$ cat src/design/cell_text_type_classifier_core_macros.svh
// assertion macros for the cell text type classifier
`ifndef CELL_TEXT_TYPE_CLASSIFIER_CORE_MACROS_SVH
`define CELL_TEXT_TYPE_CLASSIFIER_CORE_MACROS_SVH

`ifndef ASSERT_OFF
`define CTT_ASSERT_SAME(lbl, clk, rst, ante, cons) \
  lbl: assert property (@(posedge clk) disable iff (rst) (ante) |-> (cons)) \
    else $error("same-cycle check failed");
`define CTT_ASSERT_NEXT(lbl, clk, rst, ante, cons) \
  lbl: assert property (@(posedge clk) disable iff (rst) (ante) |=> (cons)) \
    else $error("next-cycle check failed");
`else
`define CTT_ASSERT_SAME(lbl, clk, rst, ante, cons)
`define CTT_ASSERT_NEXT(lbl, clk, rst, ante, cons)
`endif

`endif

$ cat src/design/ctt_pkg.sv
// constants shared by the cell text type classifier
`timescale 1ns / 1ps
`default_nettype none
package ctt_pkg;

  localparam int unsigned CH_W    = 8;
  localparam int unsigned KIND_W  = 2;
  localparam int unsigned SCALE_W = 6;
  localparam int unsigned VALUE_W = 64;
  localparam int unsigned POS_W   = 4;
  localparam int unsigned DATE_W  = 27;

  localparam logic [KIND_W-1:0] KIND_INT     = 2'd0;
  localparam logic [KIND_W-1:0] KIND_DECIMAL = 2'd1;
  localparam logic [KIND_W-1:0] KIND_DATE    = 2'd2;

  localparam logic [CH_W-1:0] CH_DASH  = 8'h2d;
  localparam logic [CH_W-1:0] CH_PLUS  = 8'h2b;
  localparam logic [CH_W-1:0] CH_DOT   = 8'h2e;
  localparam logic [CH_W-1:0] CH_ZERO  = 8'h30;
  localparam logic [CH_W-1:0] CH_NINE  = 8'h39;

  localparam logic [POS_W-1:0] POS_DASH_A = 4'd4;
  localparam logic [POS_W-1:0] POS_DASH_B = 4'd7;
  localparam logic [POS_W-1:0] POS_DATE   = 4'd10;
  localparam logic [POS_W-1:0] POS_LIMIT  = 4'd11;

  localparam logic [SCALE_W-1:0] SCALE_LIMIT = 6'd63;

endpackage
`default_nettype wire

$ cat src/design/cell_text_type_classifier_core.sv
// cell text type classifier: integer, decimal and date recognition per character
//
//  channel | direction | payload                       | handshake
//  --------+-----------+-------------------------------+------------------------
//  in      | into      | ch, last_char, empty_cell     | in_valid / in_stall
//  out     | out of    | valid_res, kind, scale, value | out_valid / out_stall
//
// one character a cycle, but for stalls at a cell end; a request sits in the input
// register, then updates the cell state, or ends the cell and loads the result register
// rst clears both stage valids and the cell state
// a full result register held by out_stall stops only requests that end a cell
// in_stall is high only while the input register holds a request that cannot move
`timescale 1ns / 1ps
`default_nettype none
`include "cell_text_type_classifier_core_macros.svh"
module cell_text_type_classifier_core (
  input  wire logic        clk,
  input  wire logic        rst,
  input  wire logic        in_valid,
  output logic             in_stall,
  input  wire logic [7:0]  ch,
  input  wire logic        last_char,
  input  wire logic        empty_cell,
  output logic             out_valid,
  input  wire logic        out_stall,
  output logic             valid_res,
  output logic [1:0]       kind,
  output logic [5:0]       scale,
  output logic signed [63:0] value
);
  import ctt_pkg::*;

  // input register
  logic              q_valid;
  logic [CH_W-1:0]   q_ch;
  logic              q_last;
  logic              q_empty;

  // cell state
  logic [POS_W-1:0]   char_position, char_position_next;
  logic               negative_sign, negative_sign_next;
  logic               dot_seen, dot_seen_next;
  logic               digit_seen, digit_seen_next;
  logic               number_broken, number_broken_next;
  logic [VALUE_W-1:0] mantissa, mantissa_next;
  logic [SCALE_W-1:0] fraction_digits, fraction_digits_next;
  logic               date_shape_ok, date_shape_ok_next;
  logic               date_digits_ok, date_digits_ok_next;
  logic [DATE_W-1:0]  date_accumulator, date_accumulator_next;

  logic               is_digit;
  logic [3:0]         digit;
  logic               q_ends;
  logic               proc_go;

  logic               res_valid;
  logic [KIND_W-1:0]  res_kind;
  logic [SCALE_W-1:0] res_scale;
  logic [VALUE_W-1:0] res_value;

  assign q_ends   = q_last | q_empty;
  assign proc_go  = q_valid & (~q_ends | ~out_valid | ~out_stall);
  assign in_stall = q_valid & ~proc_go;

  assign is_digit = q_ch inside {[CH_ZERO:CH_NINE]};
  assign digit    = is_digit ? 4'(q_ch - CH_ZERO) : 4'd0;

  always_comb begin
    char_position_next    = char_position;
    negative_sign_next    = negative_sign;
    dot_seen_next         = dot_seen;
    digit_seen_next       = digit_seen;
    number_broken_next    = number_broken;
    mantissa_next         = mantissa;
    fraction_digits_next  = fraction_digits;
    date_shape_ok_next    = date_shape_ok;
    date_digits_ok_next   = date_digits_ok;
    date_accumulator_next = date_accumulator;

    // date path
    if (char_position == POS_DASH_A || char_position == POS_DASH_B) begin
      if (q_ch != CH_DASH) begin
        date_shape_ok_next = 1'b0;
      end
    end else if (char_position < POS_DATE) begin
      if (is_digit) begin
        date_accumulator_next = (date_accumulator << 3) + (date_accumulator << 1)
                                + DATE_W'(digit);
      end else begin
        date_digits_ok_next = 1'b0;
      end
    end

    // number path
    if (char_position == '0 && q_ch == CH_DASH) begin
      negative_sign_next = 1'b1;
    end else if (char_position == '0 && q_ch == CH_PLUS) begin
      negative_sign_next = negative_sign;
    end else if (q_ch == CH_DOT) begin
      if (dot_seen) begin
        number_broken_next = 1'b1;
      end
      dot_seen_next = 1'b1;
    end else if (is_digit) begin
      mantissa_next = (mantissa << 3) + (mantissa << 1) + VALUE_W'(digit);
      if (dot_seen && fraction_digits < SCALE_LIMIT) begin
        fraction_digits_next = fraction_digits + 1'b1;
      end
      digit_seen_next = 1'b1;
    end else begin
      number_broken_next = 1'b1;
    end

    if (char_position < POS_LIMIT) begin
      char_position_next = char_position + 1'b1;
    end

    // result of a finished cell
    res_valid = 1'b0;
    res_kind  = KIND_INT;
    res_scale = '0;
    res_value = '0;
    if (!q_empty) begin
      if (char_position_next == POS_DATE && date_shape_ok_next) begin
        if (date_digits_ok_next) begin
          res_valid = 1'b1;
          res_kind  = KIND_DATE;
          res_value = VALUE_W'(date_accumulator_next);
        end
      end else if (digit_seen_next && !number_broken_next) begin
        res_valid = 1'b1;
        res_kind  = dot_seen_next ? KIND_DECIMAL : KIND_INT;
        res_scale = fraction_digits_next;
        res_value = negative_sign_next ? (VALUE_W'(0) - mantissa_next) : mantissa_next;
      end
    end
  end

  always_ff @(posedge clk) begin
    if (rst) begin
      q_valid          <= 1'b0;
      out_valid        <= 1'b0;
      char_position    <= '0;
      negative_sign    <= 1'b0;
      dot_seen         <= 1'b0;
      digit_seen       <= 1'b0;
      number_broken    <= 1'b0;
      mantissa         <= '0;
      fraction_digits  <= '0;
      date_shape_ok    <= 1'b1;
      date_digits_ok   <= 1'b1;
      date_accumulator <= '0;
    end else begin
      if (!in_stall) begin
        q_valid <= in_valid;
      end

      if (proc_go && q_ends) begin
        out_valid <= 1'b1;
      end else if (!out_stall) begin
        out_valid <= 1'b0;
      end

      if (proc_go) begin
        if (q_ends) begin
          char_position    <= '0;
          negative_sign    <= 1'b0;
          dot_seen         <= 1'b0;
          digit_seen       <= 1'b0;
          number_broken    <= 1'b0;
          mantissa         <= '0;
          fraction_digits  <= '0;
          date_shape_ok    <= 1'b1;
          date_digits_ok   <= 1'b1;
          date_accumulator <= '0;
        end else begin
          char_position    <= char_position_next;
          negative_sign    <= negative_sign_next;
          dot_seen         <= dot_seen_next;
          digit_seen       <= digit_seen_next;
          number_broken    <= number_broken_next;
          mantissa         <= mantissa_next;
          fraction_digits  <= fraction_digits_next;
          date_shape_ok    <= date_shape_ok_next;
          date_digits_ok   <= date_digits_ok_next;
          date_accumulator <= date_accumulator_next;
        end
      end
    end
  end

  // payload registers
  always_ff @(posedge clk) begin
    if (in_valid && !in_stall) begin
      q_ch    <= ch;
      q_last  <= last_char;
      q_empty <= empty_cell;
    end
    if (proc_go && q_ends) begin
      valid_res <= res_valid;
      kind      <= res_kind;
      scale     <= res_scale;
      value     <= res_value;
    end
  end

  `CTT_ASSERT_SAME(a_invalid_zero, clk, rst, out_valid && !valid_res, kind == KIND_INT && scale == '0 && value == '0)
  `CTT_ASSERT_SAME(a_date_no_scale, clk, rst, out_valid && kind == KIND_DATE, scale == '0 && valid_res)
  `CTT_ASSERT_NEXT(a_cell_cleared, clk, rst, proc_go && q_ends, char_position == '0 && mantissa == '0 && date_shape_ok && out_valid)
  `CTT_ASSERT_SAME(a_stall_only_end, clk, rst, in_stall, q_valid && q_ends && out_valid && out_stall)

endmodule
`default_nettype wire

$ cat config.mk
export PLATFORM = sky130hd
export DESIGN_NAME = cell_text_type_classifier_core
export DESIGN_NICKNAME = d
export VERILOG_FILES = /design/src/design/ctt_pkg.sv /design/src/design/cell_text_type_classifier_core.sv
export VERILOG_INCLUDE_DIRS = /design/src /design/src/design
export SDC_FILE = /design/constraint.sdc
export NUM_CORES = 1
export LEC_CHECK = 0
export ABC_AREA = 1
export BUFFER_PORTS_ARGS = -buffer_cell sky130_fd_sc_hd__buf_2
export CAP_MARGIN = 20
export CORE_ASPECT_RATIO = 0.8
export CORE_MARGIN = 10
export CORE_UTILIZATION = 30
export CTS_BUF_LIST = sky130_fd_sc_hd__clkbuf_4 sky130_fd_sc_hd__clkbuf_8 sky130_fd_sc_hd__clkbuf_16
export DETAILED_ROUTE_END_ITERATION = 8
export PLACE_DENSITY = 0.45
export SYNTH_ARGS = -nofsm -noshare
export SYNTH_HDL_FRONTEND = slang
export SYNTH_SLANG_ARGS = --single-unit
$ cat constraint.sdc
create_clock -name clk -period 4.2 [get_ports clk]
set_input_delay 0.21 -clock clk [delete_from_list [all_inputs] [get_ports clk]]
set_output_delay 0.21 -clock clk [all_outputs]
set_load 0.02 [all_outputs]
==> impl_metrics.csv, run 1 <==
group,metric,value,unit
die,chipWidth,300,µm
power_and_ir_drop,peakVddDrop,0.238,mV
yosys,yosysMostFrequentCell,"nand2_1",
setup_path,cp-end-kind,"flip-flop",
routing,vias_per_cell,4.86,
yosys,netlist_top_cells_area,"nand2_1, edfxtp_1, dfxtp_1",
cells_and_area,n_antenna_cell,0,
cells_and_area,final_cell_count_no_fill,4066,
yosys,synth_cell_types,58,
cts,clk_latency,0.47,ns
sta,min_period,3.97,ns
cts,clkSlewWorstSetupHoldPaths,0.08,ns
cells_and_area,synthToLayoutAreaGrowth,20.5,%
global_routing,grt.overflow.total,0,
cells_and_area,regArea,4670,µm²
place,dp_hpwl,56800,µm
hold_path,min_path_type,"input port to flip-flop",
die,die_h,244,µm
power_and_ir_drop,p_per_area,188,nW/µm²
die,die_area,73200,µm²
yosys,synth_fp_nets,3231,
sta,skew,0.0323,ns
yosys,synth_cells,3039,
outcome,status,"completed",
sta,fin_crit_sh,94.5,%
setup_path,path_buf_inv,3,
sta,hold_viol_final,0,
power_and_ir_drop,leakage,11.3,nW
yosys,synth_top_area_share,21.8,%
routing,drtIter0Drc,1441,
cts,cts_inserted_buffers,17,
routing,antenna_left,0,
sta,relSlewSlack,41.9,%
cells_and_area,n_fill_cell,6959,
cells_and_area,drive_gt1_share,19.1,%
global_routing,grtUsageTotal,19.2,%
place,dp_cells,4008,
routing,routed_wl,72200,µm
yosys,yosysWarnings,0,
cts,cts_buffer_depth,2,
setup_path,slowest_delay,0.51,ns
run,maxCapViolCount,0,
routing,drtPass1Iterations,7,
setup_path,critPathKind,"flip-flop to flip-flop",
yosys,ys.flop_type,"dfxtp_1",
die,rows,82,
yosys,synth_edf_count,83,
cts,cts_tree,"built",
sta,rsz0062_at_grt,"yes",
sta,drv_slew,0,
cts,cts_sinks,192,
place,routabilityCongestion,0.925,
cts,h-tree-depth,4,
setup_path,cpMostUsedCell,"nand2_2",
cts,cts_root_buffer,"clkbuf_16",
die,start_util,30.2,%
yosys,synth_common_cells,"nand2_1, inv_1, nor2_1",
yosys,synth_area,18800,µm²
yosys,synth.avg_cell_area,6.19,µm²
global_routing,grt_max_degree,58,
yosys,async_reset_ff_share,0,%
die,floorplan.core_area,62400,µm²
setup_path,crit_family,"simple AND/OR/NAND/NOR gates",
setup_path,critPathMaxFanout,5,
routing,remaining_drc_errors,0,
cells_and_area,multi_input_area,13200,µm²
global_routing,antenna_found_initial,0,
global_routing,grt_pass1_vias,18886,
yosys,seq_area_frac_synth,24.8,%
sta,max_freq,0.252,GHz
yosys,synth_seq_cells,192,
cells_and_area,nets,3405,
place,io_buffers,88,
sta,tightest_slew,0.871,ns
sta,setup_viol,0,
routing,vias,19774,
power_and_ir_drop,power,4.26,mW
die,io_pins,89,
yosys,synth_area_leader_cell,"nand2_1",
setup_path,cp_slowest_cell,"fa_1",
global_routing,grt_pass1_wl,111000,µm
setup_path,cp.arrival,4.18,ns
routing,avgRoutedWirePerCell,17.7,µm
setup_path,critPathRequiredTime,4.41,ns
setup_path,critPathLaunchType,"flip-flop",
sequential cells by signal (all words and copies together) (netlist names), 2 cells and up:
signal and count:
mantissa 64, value 64, date_accumulator 27, q_ch 8, fraction_digits 6, scale 6, char_position 4, kind 2
kinds of logic after synthesis:
kind of cell	Yosys count	share of synthesized area [%]
buffers and inverters	477	9.94
adder cells (fa/ha/maj)	178	12.0
AO/OA/AOI/OAI	388	11.3
AND/OR/NAND/NOR	1763	40.0
XOR/XNOR	38	1.77
multiplexers	3	0.160
flip-flops	192	24.8
final timing paths:
check                  endpoint     startpoint  slack [ns]  depth (start not counted)
setup reg to reg      value[55]        q_ch[7]        0.23                         29
hold / removal        out_valid      out_stall        0.14                          3
hold reg to reg   number_broken  number_broken        0.47                          2
setup / recovery      value[55]        q_ch[7]        0.23                         29
layer usage:
metal  vias to the layer above  part of all wire (%)  global-route usage, %
met3                        62                   4.6                   2.59
met4                         0                   2.2                   4.69
li1                      10066                     -                      -
met5                         -                     0                      0
met1                      9191                    49                   26.8
met2                       455                    45                   30.8
tightest hold or removal path: cells and delay by family:
kind / cells / cell delay, ns
buffers and inverters: 1 / 0.10
AOI/OAI and AO/OA: 1 / 0.09
and+or+nand+nor: 1 / 0.14
where the power goes:
| part | leakage, nW | switching, mW | internal (mW) |
|---|---|---|---|
| sequential | 1.69 | 0.0136 | 1.97 |
| clock | 0.311 | 0.955 | 0.888 |
| combinational | 9.34 | 0.296 | 0.133 |
final cells by class:
class	instances	area share [%]
Clock buffer	17	1.88
Clock inverter	15	0.971
Inverter	404	6.70
Multi-Input combinational cell	2370	58.3
Sequential cell	192	20.6
Tap cell	840	4.63
Timing Repair Buffer	228	6.89
placed cells by master (no fill, tap or decap), types with 6 or more instances in the layout:
master           n
nor3_1          21
o21ai_0         75
or2_2           44
edfxtp_1        83
a21oi_1        219
nor2_2          53
o21ai_2         13
xor2_1          23
nand3_4         13
dfxtp_1        109
o21a_1           7
inv_1          376
nand4_1         23
nor2_4          28
buf_2           87
nand2_2        114
nand2_1        992
dlygate4sd3_1   11
o21ai_1         11
nand3_2         29
nand3_1        146
nand2_4         26
clkbuf_16       17
o21bai_1         8
o22ai_1         17
buf_4          126
xnor2_1         14
nor2_1         222
inv_2           24
or2_1           20
ha_1           170
nand3b_1        14
a21oi_2          9
and2_1           6
what timing repair did:
action | in CTS | in global routing
endpoints found under the setup margin | 13 | 45
resized for setup | 15 | 237
hold endpoints to repair | 11 | 0
pin swaps | 4 | 69
setup buffers | 1 | 15
hold buffers | 11 | 0
stage by stage:
| stage | utilization (%) | setup TNS, ns | hold WS, ns | setup slack [ns] | instance area (µm²) |
|---|---|---|---|---|---|
| final | 36.4 | 0 | 0.144 | 0.229 | 22700 |
| after detailed placement | 33.5 | -0.475 | 0.390 | -0.109 | 20900 |
| after CTS | 34.8 | -0.0383 | 0.122 | -0.0383 | 21700 |
| after global routing | 36.4 | -0.650 | 0.145 | -0.0577 | 22700 |
| after floorplan | - | 0 | 0.309 | 0.00171 | 18900 |
| after global placement | 33.5 | -0.660 | 0.386 | -0.148 | 20900 |
Note: power is estimated with default switching activity, not from simulation.
==> run 2, diff against run 1 <==
--- a/config.mk
+++ b/config.mk
@@ -14,6 +14,7 @@
 export CORE_UTILIZATION = 30
 export CTS_BUF_LIST = sky130_fd_sc_hd__clkbuf_4 sky130_fd_sc_hd__clkbuf_8 sky130_fd_sc_hd__clkbuf_16
 export DETAILED_ROUTE_END_ITERATION = 8
+export GPL_ROUTABILITY_DRIVEN = 0
 export PLACE_DENSITY = 0.45
 export SYNTH_ARGS = -nofsm -noshare
 export SYNTH_HDL_FRONTEND = slang
==> constraint.sdc (replaced) <==
create_clock -name clk -period 4.2 [get_ports clk]
set_input_delay 0.84 -clock clk [delete_from_list [all_inputs] [get_ports clk]]
set_output_delay 0.84 -clock clk [all_outputs]
set_load 0.02 [all_outputs]
==> run 2 against run 1 <==
Compared with the run above: sequential share of layout area up 0.062 points; routed wire length down 0.97%; clock-buffer cell count stayed put; sequential power about the same; via count is 0.62% lower; non-clock buffer count is 12 lower; flip-flop and latch count is the same; final cell count is 0.30% lower; worst setup slack worse by 0.085 ns; clock power fell by 5%; design area down 0.30%; core utilization fell by 0.11 points; largest cell class unchanged.
==> impl_metrics.csv, run 2 (synthesis gave the netlist of run 1 again) <==
group,metric,value,unit
die,rows,82,
sta,setup_tns,0,ns
sta,tightest_slew,0.820,ns
setup_path,critPathLaunchType,"flip-flop",
setup_path,cp-end-kind,"flip-flop",
cells_and_area,nets,3393,
hold_path,holdPathStages,2,
setup_path,r2r_cells,24,
cells_and_area,synthToLayoutAreaGrowth,20.2,%
run,maxCapViolCount,0,
sta,max_freq,0.247,GHz
cells_and_area,final_common_cell,"nand2_1",
cts,clkSlewWorstSetupHoldPaths,0.08,ns
die,die_area,73200,µm²
global_routing,grt_max_degree,56,
sta,drv_slew,0,
routing,routed_wl,71500,µm
setup_path,critPathRequiredTime,4.42,ns
routing,antenna_left,0,
setup_path,critPathMaxFanout,4,
routing,drtIter0Drc,1284,
global_routing,grtUsageTotal,18.9,%
sta,setup_viol,0,
routing,vias,19651,
cells_and_area,drive_gt1_share,19.6,%
global_routing,grt_pass1_vias,18765,
global_routing,grt.overflow.total,0,
routing,avgRoutedWirePerCell,17.6,µm
routing,drtPass1Iterations,5,
setup_path,regToRegEndpoint,"value[23]",
cts,cts_root_buffer,"clkbuf_16",
power_and_ir_drop,p_per_area,184,nW/µm²
die,die_h,244,µm
die,chipWidth,300,µm
cells_and_area,reg_top3,"mantissa: 64 flops, value: 64 flops, date_accumulator: 27 flops",
place,dp_cells,4004,
place,io_buffers,88,
sta,relSlewSlack,45.3,%
cts,h-tree-depth,4,
cells_and_area,multi_input_area,13300,µm²
cells_and_area,n_fill_cell,6933,
setup_path,r2r_setup_slack,0.14,ns
routing,vias_per_cell,4.85,
cells_and_area,regArea,4670,µm²
die,floorplan.core_area,62400,µm²
setup_path,reg2reg_from,"q_ch[2]",
cells_and_area,final_cell_mix,"nand2_1, inv_1, a21oi_1",
sta,min_period,4.06,ns
power_and_ir_drop,peakVddDrop,0.238,mV
global_routing,antenna_found_initial,1,
place,dp_hpwl,56800,µm
power_and_ir_drop,leakage,11.3,nW
hold_path,min_path_type,"flip-flop to flip-flop",
setup_path,cp.arrival,4.27,ns
cts,cts_buffer_depth,2,
cells_and_area,n_antenna_cell,0,
sta,hold_viol_final,0,
cts,cts_inserted_buffers,17,
cts,cts_tree,"built",
hold_path,min_to,"date_accumulator[26]",
setup_path,critPathKind,"flip-flop to flip-flop",
sta,fin_crit_sh,96.6,%
die,start_util,30.2,%
routing,remaining_drc_errors,0,
global_routing,grt_pass1_wl,109000,µm
cts,clk_latency,0.47,ns
sta,rsz0062_at_grt,"yes",
cts,cts_sinks,192,
hold_path,min_from,"date_accumulator[26]",
cells_and_area,final_cell_count_no_fill,4054,
outcome,status,"completed",
die,io_pins,89,
sta,skew,0.0253,ns
power_and_ir_drop,power,4.15,mW
cts,ctsHoldBuffers,0,
[run 2: cell types whose count changed in the layout (fill, tap and decap cells not counted), sizes merged]
cell         before  now
dlygate4sd3      11    0
clkinvlp          0    2
inv             409  407
buf             217  216
bufinv            1    0
clkinv            9   10
[run 2: cell type report]
type	instances	area share, %
Clock inverter	15	0.813
Sequential cell	192	20.7
Multi-Input combinational cell	2370	58.9
Inverter	404	6.72
Tap cell	840	4.65
Clock buffer	17	1.88
Timing Repair Buffer	216	6.37
[run 2: worst max path at each step]
stage / cells after the start / slack, ns / start / endpoint
5_1_grt: 26 / -0.08 / q_ch[6] / value[53]
2_1_floorplan: 31 / 0.002 / q_ch[2] / value[55]
3_5_place_dp: 30 / -0.07 / q_ch[6] / value[54]
4_1_cts: 27 / 0.002 / q_ch[6] / value[35]
6_report: 24 / 0.14 / q_ch[2] / value[23]
3_3_place_gp: 30 / -0.06 / q_ch[6] / value[54]
[run 2: per-stage QoR]
step | hold WS [ns] | instance area, µm² | setup WS, ns | utilization [%]
after floorplan | 0.426 | 18900 | 0.00171 | -
after global placement | 0.439 | 20900 | -0.0558 | 33.5
after detailed placement | 0.449 | 20900 | -0.0676 | 33.5
after CTS | 0.468 | 21500 | 0.00179 | 34.5
after global routing | 0.485 | 22600 | -0.0804 | 36.3
final | 0.468 | 22600 | 0.144 | 36.3
[run 2: metal layers]
metal | vias to the layer above | routed length (µm) | GRT usage, %
met5 | - | 0 | 0
met4 | 0 | 1480 | 4.48
met3 | 76 | 3790 | 3.69
met2 | 443 | 32000 | 30.5
met1 | 9085 | 34200 | 25.7
li1 | 10047 | - | -
[run 2: report_power, final]
part	switching [mW]	internal, mW	total [mW]
Clock	0.933	0.813	1.75
Combinational	0.291	0.131	0.422
Sequential	0.0139	1.97	1.98
[run 2: worst max-delay path: stages (launching register included)]
cell,delay [ns]
edfxtp_1,0.42
o21ai_2,0.20
nand2_4,0.08
nor2_4,0.09
inv_2,0.04
fa_1,0.51
inv_2,0.07
fa_2,0.41
nand3_4,0.12
nand3_4,0.11
nand2_1,0.16
nand3_2,0.22
nand2_1,0.13
nand2_1,0.06
nand2_1,0.06
nand2_1,0.12
nand2_2,0.13
nor2_2,0.06
nand3_4,0.12
buf_4,0.13
nand2_1,0.09
buf_4,0.17
nor2_1,0.08
o21ai_0,0.10
buf_4,0.15
[run 2: what timing repair did]
action | CTS | global route
gates resized for setup | 14 | 263
cloned | 0 | 0
setup endpoints to repair | 16 | 44
pin swaps | 0 | 80
setup buffers | 0 | 18
endpoints found under the hold margin | 0 | 0
==> run 3, diff against run 2 <==
--- a/config.mk
+++ b/config.mk
@@ -8,14 +8,14 @@
 export LEC_CHECK = 0
 export ABC_AREA = 1
 export BUFFER_PORTS_ARGS = -buffer_cell sky130_fd_sc_hd__buf_2
-export CAP_MARGIN = 20
+export CAP_MARGIN = 0
 export CORE_ASPECT_RATIO = 0.8
-export CORE_MARGIN = 10
-export CORE_UTILIZATION = 30
+export CORE_MARGIN = 8
+export CORE_UTILIZATION = 58
 export CTS_BUF_LIST = sky130_fd_sc_hd__clkbuf_4 sky130_fd_sc_hd__clkbuf_8 sky130_fd_sc_hd__clkbuf_16
 export DETAILED_ROUTE_END_ITERATION = 8
 export GPL_ROUTABILITY_DRIVEN = 0
-export PLACE_DENSITY = 0.45
+export PLACE_DENSITY = 0.78
 export SYNTH_ARGS = -nofsm -noshare
 export SYNTH_HDL_FRONTEND = slang
 export SYNTH_SLANG_ARGS = --single-unit
==> run 3 against run 2 <==
Compared with the run above: worst setup slack got worse by 0.021 ns; design area down 6.9%; first-iteration DRC count grew 98%; die area decreased by 47%; sequential share of layout area increased by 1.5 points; sequential power about the same.
==> impl_metrics.csv, run 3 (synthesis gave the netlist of run 1 again) <==
group,metric,value,unit
sta,drv_slew,0,
place,dp_cells,3514,
routing,met1_length,24500,µm
setup_path,critPathRequiredTime,4.42,ns
routing,vias,20565,
setup_path,cpMostUsedCell,"nand2_1",
global_routing,grt_max_degree,101,
setup_path,r2r_setup_slack,0.12,ns
cells_and_area,n_antenna_cell,0,
die,die_area,38500,µm²
sta,relSlewSlack,16.6,%
power_and_ir_drop,peakVddDrop,0.291,mV
power_and_ir_drop,leakage,10.8,nW
routing,drtPass1Iterations,6,
die,start_util,58.3,%
cells_and_area,nets,3315,
cells_and_area,final_cell_mix,"nand2_1, inv_1, nor2_1",
routing,met2_length,26900,µm
setup_path,cp_slowest_cell,"fa_1",
hold_path,holdPathStages,2,
place,place_ws,0.0451,ns
cts,ctsHoldBuffers,0,
sta,hold_ws,0.464,ns
routing,avgRoutedWirePerCell,17.2,µm
sta,tightest_slew,1.25,ns
sta,hold_viol_final,0,
cells_and_area,reg_top3,"mantissa: 64 flops, value: 64 flops, date_accumulator: 27 flops",
setup_path,regToRegEndpoint,"value[57]",
cts,clkSlewWorstSetupHoldPaths,0.08,ns
setup_path,slowest_delay,0.39,ns
die,rows,59,
cts,cts_root_buffer,"clkbuf_16",
cells_and_area,n_fill_cell,2892,
cts,cts_buffer_depth,2,
sta,setup_viol,0,
global_routing,grt_pass1_wl,96000,µm
outcome,status,"completed",
die,chipWidth,217,µm
cts,cts_inserted_buffers,17,
setup_path,critical_path.startpoint,"q_ch[7]",
setup_path,critPathMaxFanout,5,
hold_path,min_path_type,"flip-flop to flip-flop",
cts,h-tree-depth,4,
sta,rsz0062_at_grt,"yes",
routing,top_layer_used,"met4",
cells_and_area,final_cell_count_no_fill,3562,
cells_and_area,final_common_cell,"nand2_1",
routing,wl_met3,6290,µm
cells_and_area,drive_gt1_share,15.4,%
die,floorplan.core_area,32300,µm²
global_routing,antenna_found_initial,0,
cts,cts_tree,"built",
power_and_ir_drop,p_per_area,188,nW/µm²
setup_path,r2r_cells,30,
setup_path,crit_end,"value[57]",
cells_and_area,synthToLayoutAreaGrowth,11.9,%
routing,remaining_drc_errors,0,
setup_path,cp-end-kind,"flip-flop",
global_routing,grt.overflow.total,0,
cts,clk_latency,0.47,ns
place,io_buffers,88,
setup_path,critPathKind,"flip-flop to flip-flop",
cells_and_area,multi_input_area,12900,µm²
die,die_h,177,µm
sta,fin_crit_sh,97.1,%
global_routing,grtUsageTotal,30.8,%
routing,routed_wl,61300,µm
setup_path,cp.arrival,4.30,ns
routing,vias_per_cell,5.77,
routing,drtIter0Drc,2544,
cells_and_area,regArea,4670,µm²
routing,antenna_left,0,
sta,min_period,4.08,ns
run,maxCapViolCount,0,
cts,cts_sinks,192,
sta,skew,0.0142,ns
sta,max_freq,0.245,GHz
power_and_ir_drop,power,3.97,mW
setup_path,critPathLaunchType,"flip-flop",
sta,timing.final.ws_setup,0.123,ns
global_routing,grt_pass1_vias,18935,
die,io_pins,89,
setup_path,reg2reg_from,"q_ch[7]",
place,dp_hpwl,46800,µm
-- run 3: cell types whose count changed in the layout (fill, tap and decap cells not counted), sizes merged --
cell | previous run | this run
buf | 216 | 138
clkinv | 10 | 5
clkinvlp | 2 | 4
clkbuf | 17 | 18
inv | 407 | 408
-- run 3: worst max-delay path: cells and delay by family, from the launching register on --
family	cells	cell delay, ns
AND/OR/NAND/NOR	22	2.18
adder cells (fa/ha/maj)	2	0.57
buffers and inverters	5	0.53
flip-flops	1	0.37
AO/OA/AOI/OAI	1	0.20
-- run 3: per-layer routing --
layer  up-vias  GRT usage [%]
met3       235           5.86
met1      9233           39.4
li1       9906              -
met5         -              0
met4         0           16.9
met2      1191           48.6
-- run 3: power by group --
| part | internal, mW | switching, mW |
|---|---|---|
| clock | 0.785 | 0.826 |
| combinational | 0.108 | 0.263 |
| sequential | 1.97 | 0.0140 |
| total | 2.86 | 1.10 |
-- run 3: what timing repair did --
item | in CTS | in global routing
endpoints found under the setup margin | 0 | 36
hold endpoints to repair | 0 | 0
resized for setup | 0 | 178
setup buffers | 0 | 17
-- run 3: worst min-delay path by stage --
stage / slack (ns) / start / endpoint
4_1_cts: 0.46 / number_broken / number_broken
3_5_place_dp: 0.45 / date_digits_ok / date_digits_ok
5_1_grt: 0.49 / number_broken / number_broken
2_1_floorplan: 0.43 / date_digits_ok / date_digits_ok
3_3_place_gp: 0.44 / number_broken / number_broken
6_report: 0.46 / negative_sign / negative_sign
-- run 3: area by class of cell --
type                    instances  share of cell area, %
clock buffers                  18                   2.06
clock inverters                13                  0.588
inverters                     404                   7.21
multi-input cells            2370                   61.4
flip-flops and latches        192                   22.2
well taps                     427                   2.54
repair buffers                138                   4.00
-- run 3: metrics by stage --
| step | util [%] | TNS, ns | area (µm²) |
|---|---|---|---|
| floorplan | - | 0 | 18900 |
| global placement | 61.2 | 0 | 19800 |
| detailed placement | 61.2 | 0 | 19800 |
| CTS | 63.0 | 0 | 20300 |
| global route | 65.3 | -0.952 | 21100 |
| finish | 65.3 | 0 | 21100 |
